File: src/rtl/iaa_pkg.sv
`timescale 1ns / 1ps
package iaa_pkg;

    localparam int unsigned DivSteps = 64;

    typedef enum logic [4:0] {
        CMD_IMM     = 5'd0,
        CMD_ADD32   = 5'd1,
        CMD_SUB32   = 5'd2,
        CMD_MUL32   = 5'd3,
        CMD_DIV32   = 5'd4,
        CMD_MOD32   = 5'd5,
        CMD_EQ32    = 5'd6,
        CMD_NE32    = 5'd7,
        CMD_LT32    = 5'd8,
        CMD_LE32    = 5'd9,
        CMD_AND32   = 5'd10,
        CMD_OR32    = 5'd11,
        CMD_XOR32   = 5'd12,
        CMD_SHL32   = 5'd13,
        CMD_ADD64   = 5'd14,
        CMD_SUB64   = 5'd15,
        CMD_MUL64   = 5'd16,
        CMD_DIV64   = 5'd17,
        CMD_MOD64   = 5'd18,
        CMD_SHL64   = 5'd19,
        CMD_SHR64   = 5'd20,
        CMD_NOT32   = 5'd21,
        CMD_SETNZ32 = 5'd22,
        CMD_NEG32   = 5'd23,
        CMD_SHR32   = 5'd24,
        CMD_SELECT  = 5'd25
    } cmd_t;

    // Word carried alongside the divide datapath.
    typedef struct packed {
        logic [63:0] res;
        logic        dz;
        logic        is_div;
        logic        is_mod;
        logic        is32;
        logic        neg_q;
        logic        neg_r;
    } side_t;

    typedef struct packed {
        logic        valid;
        side_t       side;
        logic [63:0] rem;
        logic [63:0] quo;
        logic [63:0] dsr;
    } cell_t;

    function automatic logic [63:0] sx32(input logic [31:0] v);
        return {{32{v[31]}}, v};
    endfunction

endpackage

File: src/rtl/iaa_div_cell.sv
`timescale 1ns / 1ps
module iaa_div_cell
    import iaa_pkg::*;
(
    input  logic  clk,
    input  logic  rst_n,
    input  cell_t cell_in,
    output cell_t cell_out
);

    logic        valid_reg;
    cell_t       data_reg;
    logic [64:0] shifted;
    logic [64:0] trial;
    cell_t       data_next;

    // One restoring step: shift in a dividend bit, subtract when it fits.
    always_comb
    begin
        data_next = cell_in;
        shifted   = {cell_in.rem, cell_in.quo[63]};
        trial     = shifted - {1'b0, cell_in.dsr};
        if (!trial[64])
        begin
            data_next.rem = trial[63:0];
            data_next.quo = {cell_in.quo[62:0], 1'b1};
        end
        else
        begin
            data_next.rem = shifted[63:0];
            data_next.quo = {cell_in.quo[62:0], 1'b0};
        end
    end

    always_ff @(posedge clk or negedge rst_n)
    begin
        if (!rst_n)
            valid_reg <= 1'b0;
        else
            valid_reg <= cell_in.valid;
    end

    always_ff @(posedge clk)
    begin
        data_reg <= data_next;
    end

    always_comb
    begin
        cell_out       = data_reg;
        cell_out.valid = valid_reg;
    end

endmodule

File: config.mk
export PLATFORM = sky130hd
export DESIGN_NAME = iaa_div_cell
export DESIGN_NICKNAME = d
export VERILOG_FILES = /design/src/rtl/iaa_pkg.sv /design/src/rtl/iaa_div_cell.sv
export SDC_FILE = /design/constraint.sdc
export NUM_CORES = 1
export LEC_CHECK = 0
export BUFFER_PORTS_ARGS = -buffer_cell sky130_fd_sc_hd__buf_2
export CAP_MARGIN = 30
export CELL_PAD_IN_SITES_DETAIL_PLACEMENT = 2
export CELL_PAD_IN_SITES_GLOBAL_PLACEMENT = 2
export CORE_UTILIZATION = 24
export CTS_BUF_LIST = sky130_fd_sc_hd__clkbuf_4 sky130_fd_sc_hd__clkbuf_8
export CTS_CLUSTER_SIZE = 10
export DETAILED_ROUTE_END_ITERATION = 8
export PLACE_DENSITY = 0.88
export SKIP_LAST_GASP = 1
export SLEW_MARGIN = 20
export SYNTH_ARGS = -nofsm -noshare
export SYNTH_HDL_FRONTEND = slang
export SYNTH_SLANG_ARGS = --single-unit
File: constraint.sdc
create_clock -name clk -period 0.8 [get_ports clk]
set_input_delay 0.16 -clock clk [delete_from_list [all_inputs] [get_ports clk]]
set_output_delay 0.16 -clock clk [all_outputs]
set_load 0.03 [all_outputs]
### Word-level counts from Yosys, hierarchy flattened

Index checks and enable logic that the tools add are counted.

| word-level totals | value |
|---|---|
| register bits after elaboration | 263 |
| latch bits | 0 |
| bits in writable memories | 0 |
| memory bits (read-only) | 0 |
| output and inout port bits | 263 |
| word-level logic and storage cells | 13 |
| memories | 0 |

| cells by class | value |
|---|---|
| $add $sub $neg | 1 |
| multiply operators | 0 |
| div/mod/pow operators | 0 |
| order comparisons | 0 |
| equality and inequality tests | 0 |
| shifts and indexed selects | 0 |
| multiplexer cells | 1 |
| bitwise logic cells | 0 |
| reductions and logical operators | 0 |

Operator list:

| cell | number |
|---|---|
| $mux W128 | 1 |
| $sub A65 B64 Y65 | 1 |

### Depth between registers and ports, before layout

Gate-level depths: netlist (run 1).

| logic depth | value |
|---|---|
| depth after elaboration | 2 |
| depth in mapped cells | 14 |

### Worst setup path before layout (run 1)

Ideal clock, no wire load.

| timing | value |
|---|---|
| path type | in2reg |
| start point | input port cell_in[26] in the netlist's numbering |
| end point | register data_reg, in the netlist cell_out[187] |
| library setup time | 0.123 ns |
| arrival | 2.930 ns |
| setup slack | -2.254 ns |
| stages on the path | 10 |
| cell sequence | inv_1 -> ha_1 -> a21o_1 -> or4b_1 -> or4b_4 -> a311o_1 -> a211oi_2 -> o21ai_1 -> mux2i_1 -> mux2_1 |

RTL lines:

| item | RTL line | RTL |
|---|---|---|
| start, declared | iaa_div_cell.sv:7 | `input cell_t cell_in,` |
| end signal, assigned | iaa_div_cell.sv:45 | `data_reg <= data_next;` |
| end, declared | iaa_div_cell.sv:12 | `cell_t data_reg;` |

==> impl_summary.log, run 1 <==
INFO  metric report.final.slew_viol_count = 0
INFO  metric grt_pass1_wl = 124000 um
INFO  metric placed_area = between 15000 and 20000 um^2
INFO  metric critical_path_class = primary input to flop
INFO  metric die_h = 209 um
INFO  metric viasPerCell = between 5 and 6
INFO  metric tightestPinTransition = just under 1 ns
INFO  metric maxCapViolCount = 0
INFO  metric share_comb_of_total_power = 0.377
INFO  metric clock-sinks = ~260
INFO  metric ys.warnings.count = 0
INFO  metric drc = 0
INFO  metric initial_utilization = 0.245
INFO  metric holdBufCountCts = ~260
INFO  metric num_vias = about 15000
INFO  metric antenna_nets_post_route = 0
INFO  metric worstSetupEndpointType = flop
INFO  metric areaGrowthSynthToFinish = 123%
INFO  metric grt_util_all_layers = 0.394
INFO  metric grt_max_degree = 14
INFO  metric final.hold.worst_slack = -0.357 ns
INFO  metric synth_enable_flop_cells = 0
INFO  metric clock_tree_from_tritoncts = done
INFO  metric power_switching = roughly 21 mW
INFO  metric synth_fp_nets = 1336
INFO  metric first_global_vias = between 15000 and 20000
INFO  metric preCtsSetupSlack = -2.59 ns
INFO  metric drt_first_iter_violations = roughly 1300
INFO  metric core = between 40000 and 50000 um^2
INFO  metric clock.fmax = slightly below 300 MHz
INFO  metric place.gp.congestion = around 0.87
INFO  metric share_of_final_layout_standard_cells_stronger_than_drive_strength_1 = 0.628
INFO  metric synth_cell_types = 72
INFO  metric firstDrtPassIters = 5
INFO  metric antenna_found_initial = 17
INFO  metric ctsHtreeMaxLevel = 2
INFO  metric fin_util = 0.547
INFO  metric cts_max_path_buffers = 3
INFO  metric power_internal = between 30 and 40 mW
INFO  metric synth_top_cell_area_share = 0.508
INFO  metric largest_register_ffs = approximately 260
INFO  metric floorplan_die_area = between 40000 and 50000 um^2
INFO  metric place.port_buffers = approximately 530
INFO  metric p_clk_frac = 0.320
INFO  metric wl = about 110000 um
INFO  metric min_delay_worst_type = primary input to flop
INFO  metric post_layout_minimum_cycle_time = between 3 and 4 ns
INFO  metric critPathLaunchType = primary input
INFO  metric synth_async_sr_flop_share = 0.00380
INFO  metric critPathMaxFanout = 7
INFO  metric synth_area_leaders = dfxtp_1 51%, ha_1 7.8%, mux2_1 5.2%
INFO  metric layout.cell_area.non_filler = between 20000 and 25000 um^2
INFO  metric synthDominantAreaCellType = dfxtp_1
INFO  metric sequentialPowerShare = 0.302
INFO  metric sw_frac_of_total = 0.394
INFO  metric row_count = 75
INFO  metric setup_slack = -2.58 ns
INFO  metric static-leakage-power = around 11 nW
INFO  metric synth_seq_area_share = 0.511
INFO  metric die_width = between 200 and 250 um
INFO  metric worst_hold_depth = 1
INFO  metric powerDensity = 2320 nW/um^2
INFO  metric drt-wirelength-per-cell = roughly 41 um
INFO  metric fin_total_pwr = 53.3 mW
INFO  metric synthFlopType = dfxtp_1
INFO  metric final.fill_count = roughly 4100
INFO  metric clk_transition_reported_paths = ~0.080 ns
INFO  metric layout_commonest_cell = buf_4
INFO  metric final.period_utilization = 4.23
INFO  metric mappedNetlistArea = around 10000 um^2
INFO  metric ir_worst_vdd = approximately 1.3 mV
INFO  metric final_cell_mix = 304 x buf_4, 289 x buf_6, 262 x dlygate4sd3_1
INFO  metric top_level_ports = 528
INFO  metric ctsRootBufferMaster = clkbuf_8
INFO  metric critPathRequiredTime = about 1.3 ns
INFO  metric global_route.overflow_total = 0
INFO  metric final-setup-viol-count = roughly 330
INFO  metric violated_checks = negative hold slack, negative setup slack
INFO  metric crit_path_dat = around 4 ns
INFO  metric syn-instance-count = between 1000 and 1500
INFO  metric cts_buffers = slightly below 50
INFO  metric result_of_the_run = complete, but fails checks
INFO  metric synth_area_per_cell = between 10 and 15 um^2
INFO  metric grt_setup_unrepaired = yes
INFO  metric nNetsFinal = between 2000 and 2500
INFO  metric hpwl = between 40000 and 50000 um
INFO  metric finalHoldViolCount = 2
INFO  metric synth_seq_cells = 263
INFO  metric timing.slew.headroom = 0.345
[worst paths after layout]
path,startpoint,to,slack (ns)
max,cell_in[25],cell_out[168],-2.58
max in group asynchronous,rst_n,valid_reg,0.23
min in group asynchronous,rst_n,valid_reg,0.45
min,cell_in[0],cell_out[0],-0.36
[power groups by stage]
stage          clock [mW]  combinational (mW)  sequential [mW]
2_1_floorplan           0                4.55             17.8
3_3_place_gp            0                12.3             15.1
3_5_place_dp            0                12.9             15.2
4_1_cts              15.4                16.9             15.6
5_1_grt              17.4                20.2             16.1
6_report             17.1                20.1             16.1
[through the flow]
stage | std cells | setup TNS (ns)
2_1_floorplan | 1006 | -121.23
3_3_place_gp | 2325 | -153.31
3_5_place_dp | 2325 | -163.23
4_1_cts | 2704 | -234.46
5_1_grt | 2736 | -286.53
6_report | 2745 | -289.58
[synth_stat cells (8+ instances only)]
library cell	count
dfxtp_1	262
inv_1	87
a21oi_1	78
ha_1	64
nand2_1	62
mux2_1	48
nor2_1	42
xnor2_1	34
a21o_1	32
clkbuf_1	26
xor2_1	23
nand4_1	22
o21ai_0	19
o21ai_1	17
o21bai_1	15
nor2b_1	11
nand3_1	10
and3_1	9
a31oi_1	8
mux2_2	8
nand2b_1	8
nor3_1	8
[per-layer routing]
layer | global-route usage | wire, um | share of wire
met1 | 0.373 | 34200 | 0.31
met2 | 0.706 | 51400 | 0.46
met3 | 0.112 | 11500 | 0.10
met4 | 0.328 | 13900 | 0.13
met5 | 0 | 92 | 0.00083
[layout make-up]
type | instances | area (um^2) | area share
well taps | 539 | 674 | 0.0293
inverters | 88 | 387 | 0.0168
repair buffers | 1121 | 9760 | 0.424
clock buffers | 70 | 901 | 0.0391
clock inverters | 18 | 214 | 0.00929
flip-flops and latches | 263 | 5630 | 0.244
multi-input cells | 621 | 5410 | 0.235
diodes | 25 | 62.6 | 0.00272
[critical path: stages]
cell and delay [ns]:
buf_6 0.09, inv_4 0.05, ha_4 0.32, buf_6 0.13, nand4_1 0.46, nor4b_4 0.57
nand4_1 0.26, o22a_2 0.31, a21oi_4 0.19, o21ai_2 0.10, and2_4 0.17, o211a_4 0.25
inv_8 0.08, buf_12 0.15, buf_12 0.17, buf_6 0.12, mux2i_1 0.30
[what timing repair did]
item / in CTS / in global routing
gates cloned: 4 / 0
pin swaps: 26 / 14
setup buffers: 25 / 21
gates resized for setup: 897 / 70
hold endpoints to repair: 263 / 2
endpoints found under the setup margin: 328 / 328
[logic make-up (layout without fill, tap and decap cells)]
kind of cell / Yosys count / count (layout) / synth area share
other: 0 / 25 / 0
DFF: 263 / 263 / 0.511
AOI/OAI and AO/OA: 236 / 236 / 0.149
muxes: 63 / 63 / 0.0684
xor gates and xnor gates: 57 / 57 / 0.0484
and+or+nand+nor: 200 / 200 / 0.0975
adders and majority gates: 65 / 65 / 0.0796
buffers and inverters: 122 / 1297 / 0.0458
No activity file was read; power rests on OpenSTA's default activity.
==> run 2, diff against run 1 <==
CTS_CLUSTER_SIZE = 20   (was 10)
RECOVER_POWER = 50   (was default)
==> impl_summary.log, run 2 (synthesis results as in run 1) <==
INFO  metric setup_slack = -2.90 ns (-0.317 ns)
INFO  metric cts_buffers = 49 (unchanged)
INFO  metric groute.layer.met2.usage = 0.706 (about the same)
INFO  metric critical-path-top-delay-family = compound AO/OA/AOI/OAI gates
INFO  metric grt_pass1_wl = 121000 um (-2.3%)
INFO  metric wl = 116000 um (+4.6%)
INFO  metric holdBufCountCts = 261 (-0.38%)
INFO  metric drc = 0 (unchanged)
INFO  metric timing.setup.tns = -299.80 ns (-10.22 ns)
INFO  metric firstDrtPassIters = 7 (+2)
INFO  metric core = 42100 um^2 (unchanged)
INFO  metric grt_max_degree = 14 (unchanged)
INFO  metric grt_busiest_layer = met2
INFO  metric crit_cells = 13 (-4)
INFO  metric drt_first_iter_violations = 1186 (-5.6%)
INFO  metric min_delay_worst_type = primary input to flop
INFO  metric report.final.slew_viol_count = 0 (unchanged)
INFO  metric final.period_utilization = 4.62 (+0.396)
INFO  metric timing.slew.headroom = 0.0673 (-0.278)
INFO  metric layout_commonest_cell = buf_4
INFO  metric ctsHtreeMaxLevel = 2 (unchanged)
INFO  metric result_of_the_run = complete, but fails checks
INFO  metric post_layout_nonfiller_instances = 2746 (+0.036%)
INFO  metric hpwl = 44200 um (unchanged)
INFO  metric clk_transition_reported_paths = 0.09 ns (about the same)
INFO  metric worst_path_largest_cell_delay = 0.53 ns (-0.04 ns)
INFO  metric top_level_ports = 528 (unchanged)
INFO  metric ctsRootBufferMaster = clkbuf_8
INFO  metric worst_setup_path_endpoint = cell_out[177]
INFO  metric path_buf_inv = 3 (-4)
INFO  metric place.port_buffers = 527 (unchanged)
INFO  metric final.hold.worst_slack = -0.303 ns (+0.0542 ns)
INFO  metric clock.fmax = 270 MHz (-8.6%)
INFO  metric antenna_nets_post_route = 0 (unchanged)
INFO  metric multi_input_area = 5350 um^2 (-1.1%)
INFO  metric tightestPinTransition = 1.39 ns (+0.406 ns)
INFO  metric row_count = 75 (unchanged)
INFO  metric grt_setup_unrepaired = yes
INFO  metric die_h = 209 um (unchanged)
INFO  metric critical_path_class = primary input to flop
INFO  metric cts_max_path_buffers = 3 (unchanged)
INFO  metric global_route.overflow_total = 0 (unchanged)
INFO  metric grt_util_all_layers = 0.384 (-0.0103)
INFO  metric post_layout_minimum_cycle_time = 3.70 ns (+0.317 ns)
INFO  metric use_met3 = 0.102 (-0.0105)
INFO  metric powerDensity = 2340 nW/um^2 (+1.1%)
INFO  metric place.gp.congestion = 0.872 (unchanged)
INFO  metric initial_utilization = 0.245 (unchanged)
INFO  metric num_vias = 15500 (+1.3%)
INFO  metric antenna_found_initial = 14 (-3)
INFO  metric final_cell_mix = 301 x buf_4, 290 x buf_6, 261 x dlygate4sd3_1
INFO  metric startpoint_of_the_worst_setup_timing_path = cell_in[40]
INFO  metric die_width = 209 um (unchanged)
INFO  metric areaGrowthSynthToFinish = 124%
INFO  metric worst_hold_depth = 1 (unchanged)
INFO  metric placedCellCount = 2325 (unchanged)
INFO  metric critPathLaunchType = primary input
INFO  metric first_global_vias = 16200 (-1.0%)
INFO  metric share_of_final_layout_standard_cells_stronger_than_drive_strength_1 = 0.623 (-0.00447)
INFO  metric final-setup-viol-count = 328 (unchanged)
INFO  metric largest_register_ffs = 262 (unchanged)
INFO  metric drt-wirelength-per-cell = 42.3 um (+4.5%)
INFO  metric viasPerCell = 5.63 (+1.2%)
INFO  metric clock-sinks = 263 (unchanged)
INFO  metric final.fill_count = 4106 (+1.0%)
INFO  metric fin_util = 0.547 (+0.000623)
INFO  metric met1_usage = 0.357 (-0.0162)
INFO  metric critical_path.cell_chain = buf_2 > inv_1 > ha_1 > buf_4 > a21oi_1 > o21ai_0 > nor3_1 > o21ai_0 > a31oi_1 > o41ai_4 > a21oi_1 > xnor2_1 > mux2_4
INFO  metric nNetsFinal = 2479 (+0.20%)
INFO  metric critPathMaxFanout = 6 (-1)
INFO  metric violated_checks = negative hold slack, negative setup slack
INFO  metric ir_worst_vdd = 1.53 mV (+18%)
INFO  metric fin_total_pwr = 54.0 mW (+1.2%)
INFO  metric static-leakage-power = 11.1 nW (+0.51%)
INFO  metric finalHoldViolCount = 2 (unchanged)
INFO  metric crit_path_dat = 4.28 ns (+0.37 ns)
INFO  metric slowest_stage = nor3_1
INFO  metric preCtsSetupSlack = -2.59 ns (unchanged)
INFO  metric critPathRequiredTime = 1.39 ns (+0.06 ns)
INFO  metric clock_tree_from_tritoncts = done
INFO  metric floorplan_die_area = 43800 um^2 (unchanged)
INFO  metric worstSetupEndpointType = flop
INFO  metric seq_area = 5620 um^2 (-0.22%)
INFO  metric maxCapViolCount = 0 (unchanged)
==> run 2: cell count changes in the layout (fill, tap and decap cells not counted), sizes merged <==
cell,change
buf,-1
bufinv,-1
clkbuf,+9
diode,-5
dlygate4sd3,-1
==> run 2: routing by layer <==
metal	vias up	part of all wire
li1	5829	-
met1	7437	0.30
met2	1355	0.46
met3	824	0.11
met4	28	0.13
met5	-	0.0020
==> run 2: repair_timing <==
action                                  in CTS  in global routing
hold endpoints to repair                   262                  2
endpoints found under the setup margin     328                328
gates resized for setup                    885                 80
buffers inserted                            24                 28
pin swaps                                   23                 26
gates cloned                                 4                  0
==> run 2: power by group <==
part	switching, mW	internal (mW)	total (mW)
sequential	1.36	14.8	16.1
clock	8.58	8.52	17.1
combinational	11.7	9.08	20.8
==> run 2: how the worst min path moves through the flow <==
stage	start	end	slack (ns)
global placement	rst_n	valid_reg	-0.06
global route	cell_in[0]	cell_out[0]	-0.30
floorplan	rst_n	valid_reg	-0.14
detailed placement	rst_n	valid_reg	-0.06
CTS	cell_in[0]	cell_out[0]	-0.42
finish	cell_in[0]	cell_out[0]	-0.30
==> run 2: layout make-up <==
cell class                 instances  area share
inverter                          88      0.0167
multi-input combinational        621       0.232
clock inverter                    17     0.00797
antenna                           20     0.00217
tap                              539      0.0292
clock buffer                      72      0.0402
timing repair buffer            1126       0.428
sequential                       263       0.244
==> run 2: metrics by stage <==
step	cell area (um^2)	hold WS, ns
6_report	23100	-0.303
5_1_grt	23100	-0.295
4_1_cts	22500	-0.419
3_5_place_dp	16100	-0.0635
3_3_place_gp	16100	-0.0646
2_1_floorplan	10800	-0.136
==> run 3, diff against run 2 <==
SKIP_CTS_REPAIR_TIMING = 1   (was default)
==> impl_summary.log, run 3 (synthesis results as in run 1) <==
INFO  metric result_of_the_run = complete, but fails checks
INFO  metric violated_checks = negative hold slack, negative setup slack
INFO  metric firstDrtPassIters = 5 (-2)
INFO  metric hpwl = 44200 um (unchanged)
INFO  metric initial_utilization = 0.245 (unchanged)
INFO  metric die_h = 209 um (unchanged)
INFO  metric static-leakage-power = 10.8 nW (-2.6%)
INFO  metric cts_buffers = 49 (unchanged)
INFO  metric grt_util_all_layers = 0.240 (-0.144)
INFO  metric report.final.slew_viol_count = 0 (unchanged)
INFO  metric power_switching = 20.0 mW (-7.3%)
INFO  metric final.period_utilization = 4.73 (+0.107)
INFO  metric layout_commonest_cell = buf_4
INFO  metric drt_first_iter_violations = 934 (-21%)
INFO  metric viasPerCell = 5.38 (-4.5%)
INFO  metric wl = 104000 um (-11%)
INFO  metric post_layout_minimum_cycle_time = 3.78 ns (+0.0853 ns)
INFO  metric grt_setup_unrepaired = yes
INFO  metric min_delay_worst_type = primary input to flop
INFO  metric power_internal = 31.8 mW (-1.8%)
INFO  metric drc = 0 (unchanged)
INFO  metric num_vias = 14600 (-5.4%)
INFO  metric clock-sinks = 263 (unchanged)
INFO  metric sequentialPowerShare = 0.308 (+0.009)
INFO  metric row_count = 75 (unchanged)
INFO  metric core = 42100 um^2 (unchanged)
INFO  metric p_clk_frac = 0.322 (+0.005)
INFO  metric clock.fmax = 264 MHz (-2.3%)
INFO  metric finalHoldViolCount = 3 (+1)
INFO  metric clk_transition_reported_paths = 0.08 ns (about the same)
INFO  metric startpoint_of_the_worst_setup_timing_path = cell_in[43]
INFO  metric sw_frac_of_total = 0.387 (-0.0136)
INFO  metric critPathLaunchType = primary input
INFO  metric maxCapViolCount = 0 (unchanged)
INFO  metric ctsRootBufferMaster = clkbuf_8
INFO  metric global_route.overflow_total = 0 (unchanged)
INFO  metric worstSetupEndpointType = flop
INFO  metric share_of_final_layout_standard_cells_stronger_than_drive_strength_1 = 0.607 (-0.0165)
INFO  metric cts_max_path_buffers = 3 (unchanged)
INFO  metric first_global_vias = 12900 (-21%)
INFO  metric areaGrowthSynthToFinish = 119%
INFO  metric place.gp.congestion = 0.872 (unchanged)
INFO  metric hp-start = cell_in[0]
INFO  metric fin_total_pwr = 51.8 mW (-4.0%)
INFO  metric final_cell_mix = 293 x buf_4, 277 x buf_6, 260 x dlygate4sd3_1
INFO  metric powerDensity = 2300 nW/um^2 (-1.8%)
INFO  metric antenna_found_initial = 19 (+5)
INFO  metric ctsHtreeMaxLevel = 2 (unchanged)
INFO  metric ir_worst_vdd = 1.33 mV (-13%)
INFO  metric critPathRequiredTime = 1.28 ns (-0.11 ns)
INFO  metric critPathMaxFanout = 8 (+2)
INFO  metric antenna_nets_post_route = 0 (unchanged)
INFO  metric grt_pass1_wl = 79100 um (-35%)
INFO  metric floorplan_die_area = 43800 um^2 (unchanged)
INFO  metric final-setup-viol-count = 328 (unchanged)
INFO  metric crit_path_dat = 4.26 ns (-0.02 ns)
INFO  metric placedCellCount = 2325 (unchanged)
INFO  metric die_width = 209 um (unchanged)
INFO  metric largest_register_ffs = 262 (unchanged)
INFO  metric final.hold.worst_slack = -0.323 ns (-0.0201 ns)
INFO  metric nNetsFinal = 2451 (-1.1%)
INFO  metric setup_slack = -2.98 ns (-0.0853 ns)
INFO  metric timing.slew.headroom = 0.426 (+0.359)
INFO  metric post_layout_nonfiller_instances = 2721 (-0.91%)
INFO  metric tightestPinTransition = 0.837 ns (-0.551 ns)
INFO  metric place.port_buffers = 527 (unchanged)
INFO  metric top_level_ports = 528 (unchanged)
INFO  metric final.fill_count = 4148 (+1.0%)
INFO  metric share_comb_of_total_power = 0.370 (-0.015)
INFO  metric drt-wirelength-per-cell = 38.0 um (-10%)
INFO  metric grt_max_degree = 19 (+5)
INFO  metric critical_path_class = primary input to flop
INFO  metric clock_tree_from_tritoncts = done
run 3: path summary, 6_finish.rpt:
path	to	slack [ns]	depth (start not counted)
setup / recovery	cell_out[174]	-2.98	16
hold / removal	cell_out[0]	-0.32	1
max in group asynchronous	valid_reg	0.32	3
min in group asynchronous	valid_reg	0.37	3
run 3: per-layer routing:
metal / routed length [um] / vias up / GRT usage / part of all wire
li1: - / 5769 / - / -
met1: 32200 / 7060 / 0.241 / 0.31
met2: 49900 / 1157 / 0.457 / 0.48
met3: 9650 / 636 / 0.0643 / 0.093
met4: 11700 / 16 / 0.108 / 0.11
met5: 122 / - / 0 / 0.0012
run 3: stage by stage:
step | cell area, um^2 | TNS, ns | util | worst slack (ns)
2_1_floorplan | 10800 | -121.23 | - | -2.07
3_5_place_dp | 16100 | -163.23 | 0.382 | -2.59
6_report | 22500 | -282.28 | 0.535 | -2.98
5_1_grt | 22500 | -280.11 | 0.535 | -2.89
4_1_cts | 17200 | -263.28 | 0.408 | -1.94
3_3_place_gp | 16100 | -153.31 | 0.382 | -2.45
run 3: final cells by class:
type | instances | area (um^2) | area share
clock buffer | 72 | 928 | 0.0412
clock inverter | 17 | 184 | 0.00816
antenna | 23 | 57.6 | 0.00255
sequential | 263 | 5600 | 0.248
tap | 539 | 674 | 0.0299
multi-input combinational | 621 | 5270 | 0.234
timing repair inverter | 1 | 11.3 | 0.000500
inverter | 88 | 373 | 0.0165
timing repair buffer | 1097 | 9450 | 0.419
run 3: worst max-delay path: stages:
cell and delay (ns):
clkbuf_1 0.13, inv_1 0.10, ha_1 0.35, buf_4 0.16, a21oi_1 0.58, o21ai_0 0.36
a21oi_1 0.27, o21bai_1 0.16, o21ai_2 0.27, nand4_1 0.19, o211a_4 0.24, clkinv_8 0.10
buf_16 0.16, buf_12 0.16, buf_4 0.13, mux2i_1 0.70
run 3: power groups by stage:
stage	sequential [mW]	combinational (mW)	clock [mW]
finish	16.0	19.2	16.7
global route	16.0	19.4	17.0
CTS	15.0	13.1	15.3
detailed placement	15.2	12.9	0
global placement	15.1	12.3	0
floorplan	17.8	4.55	0
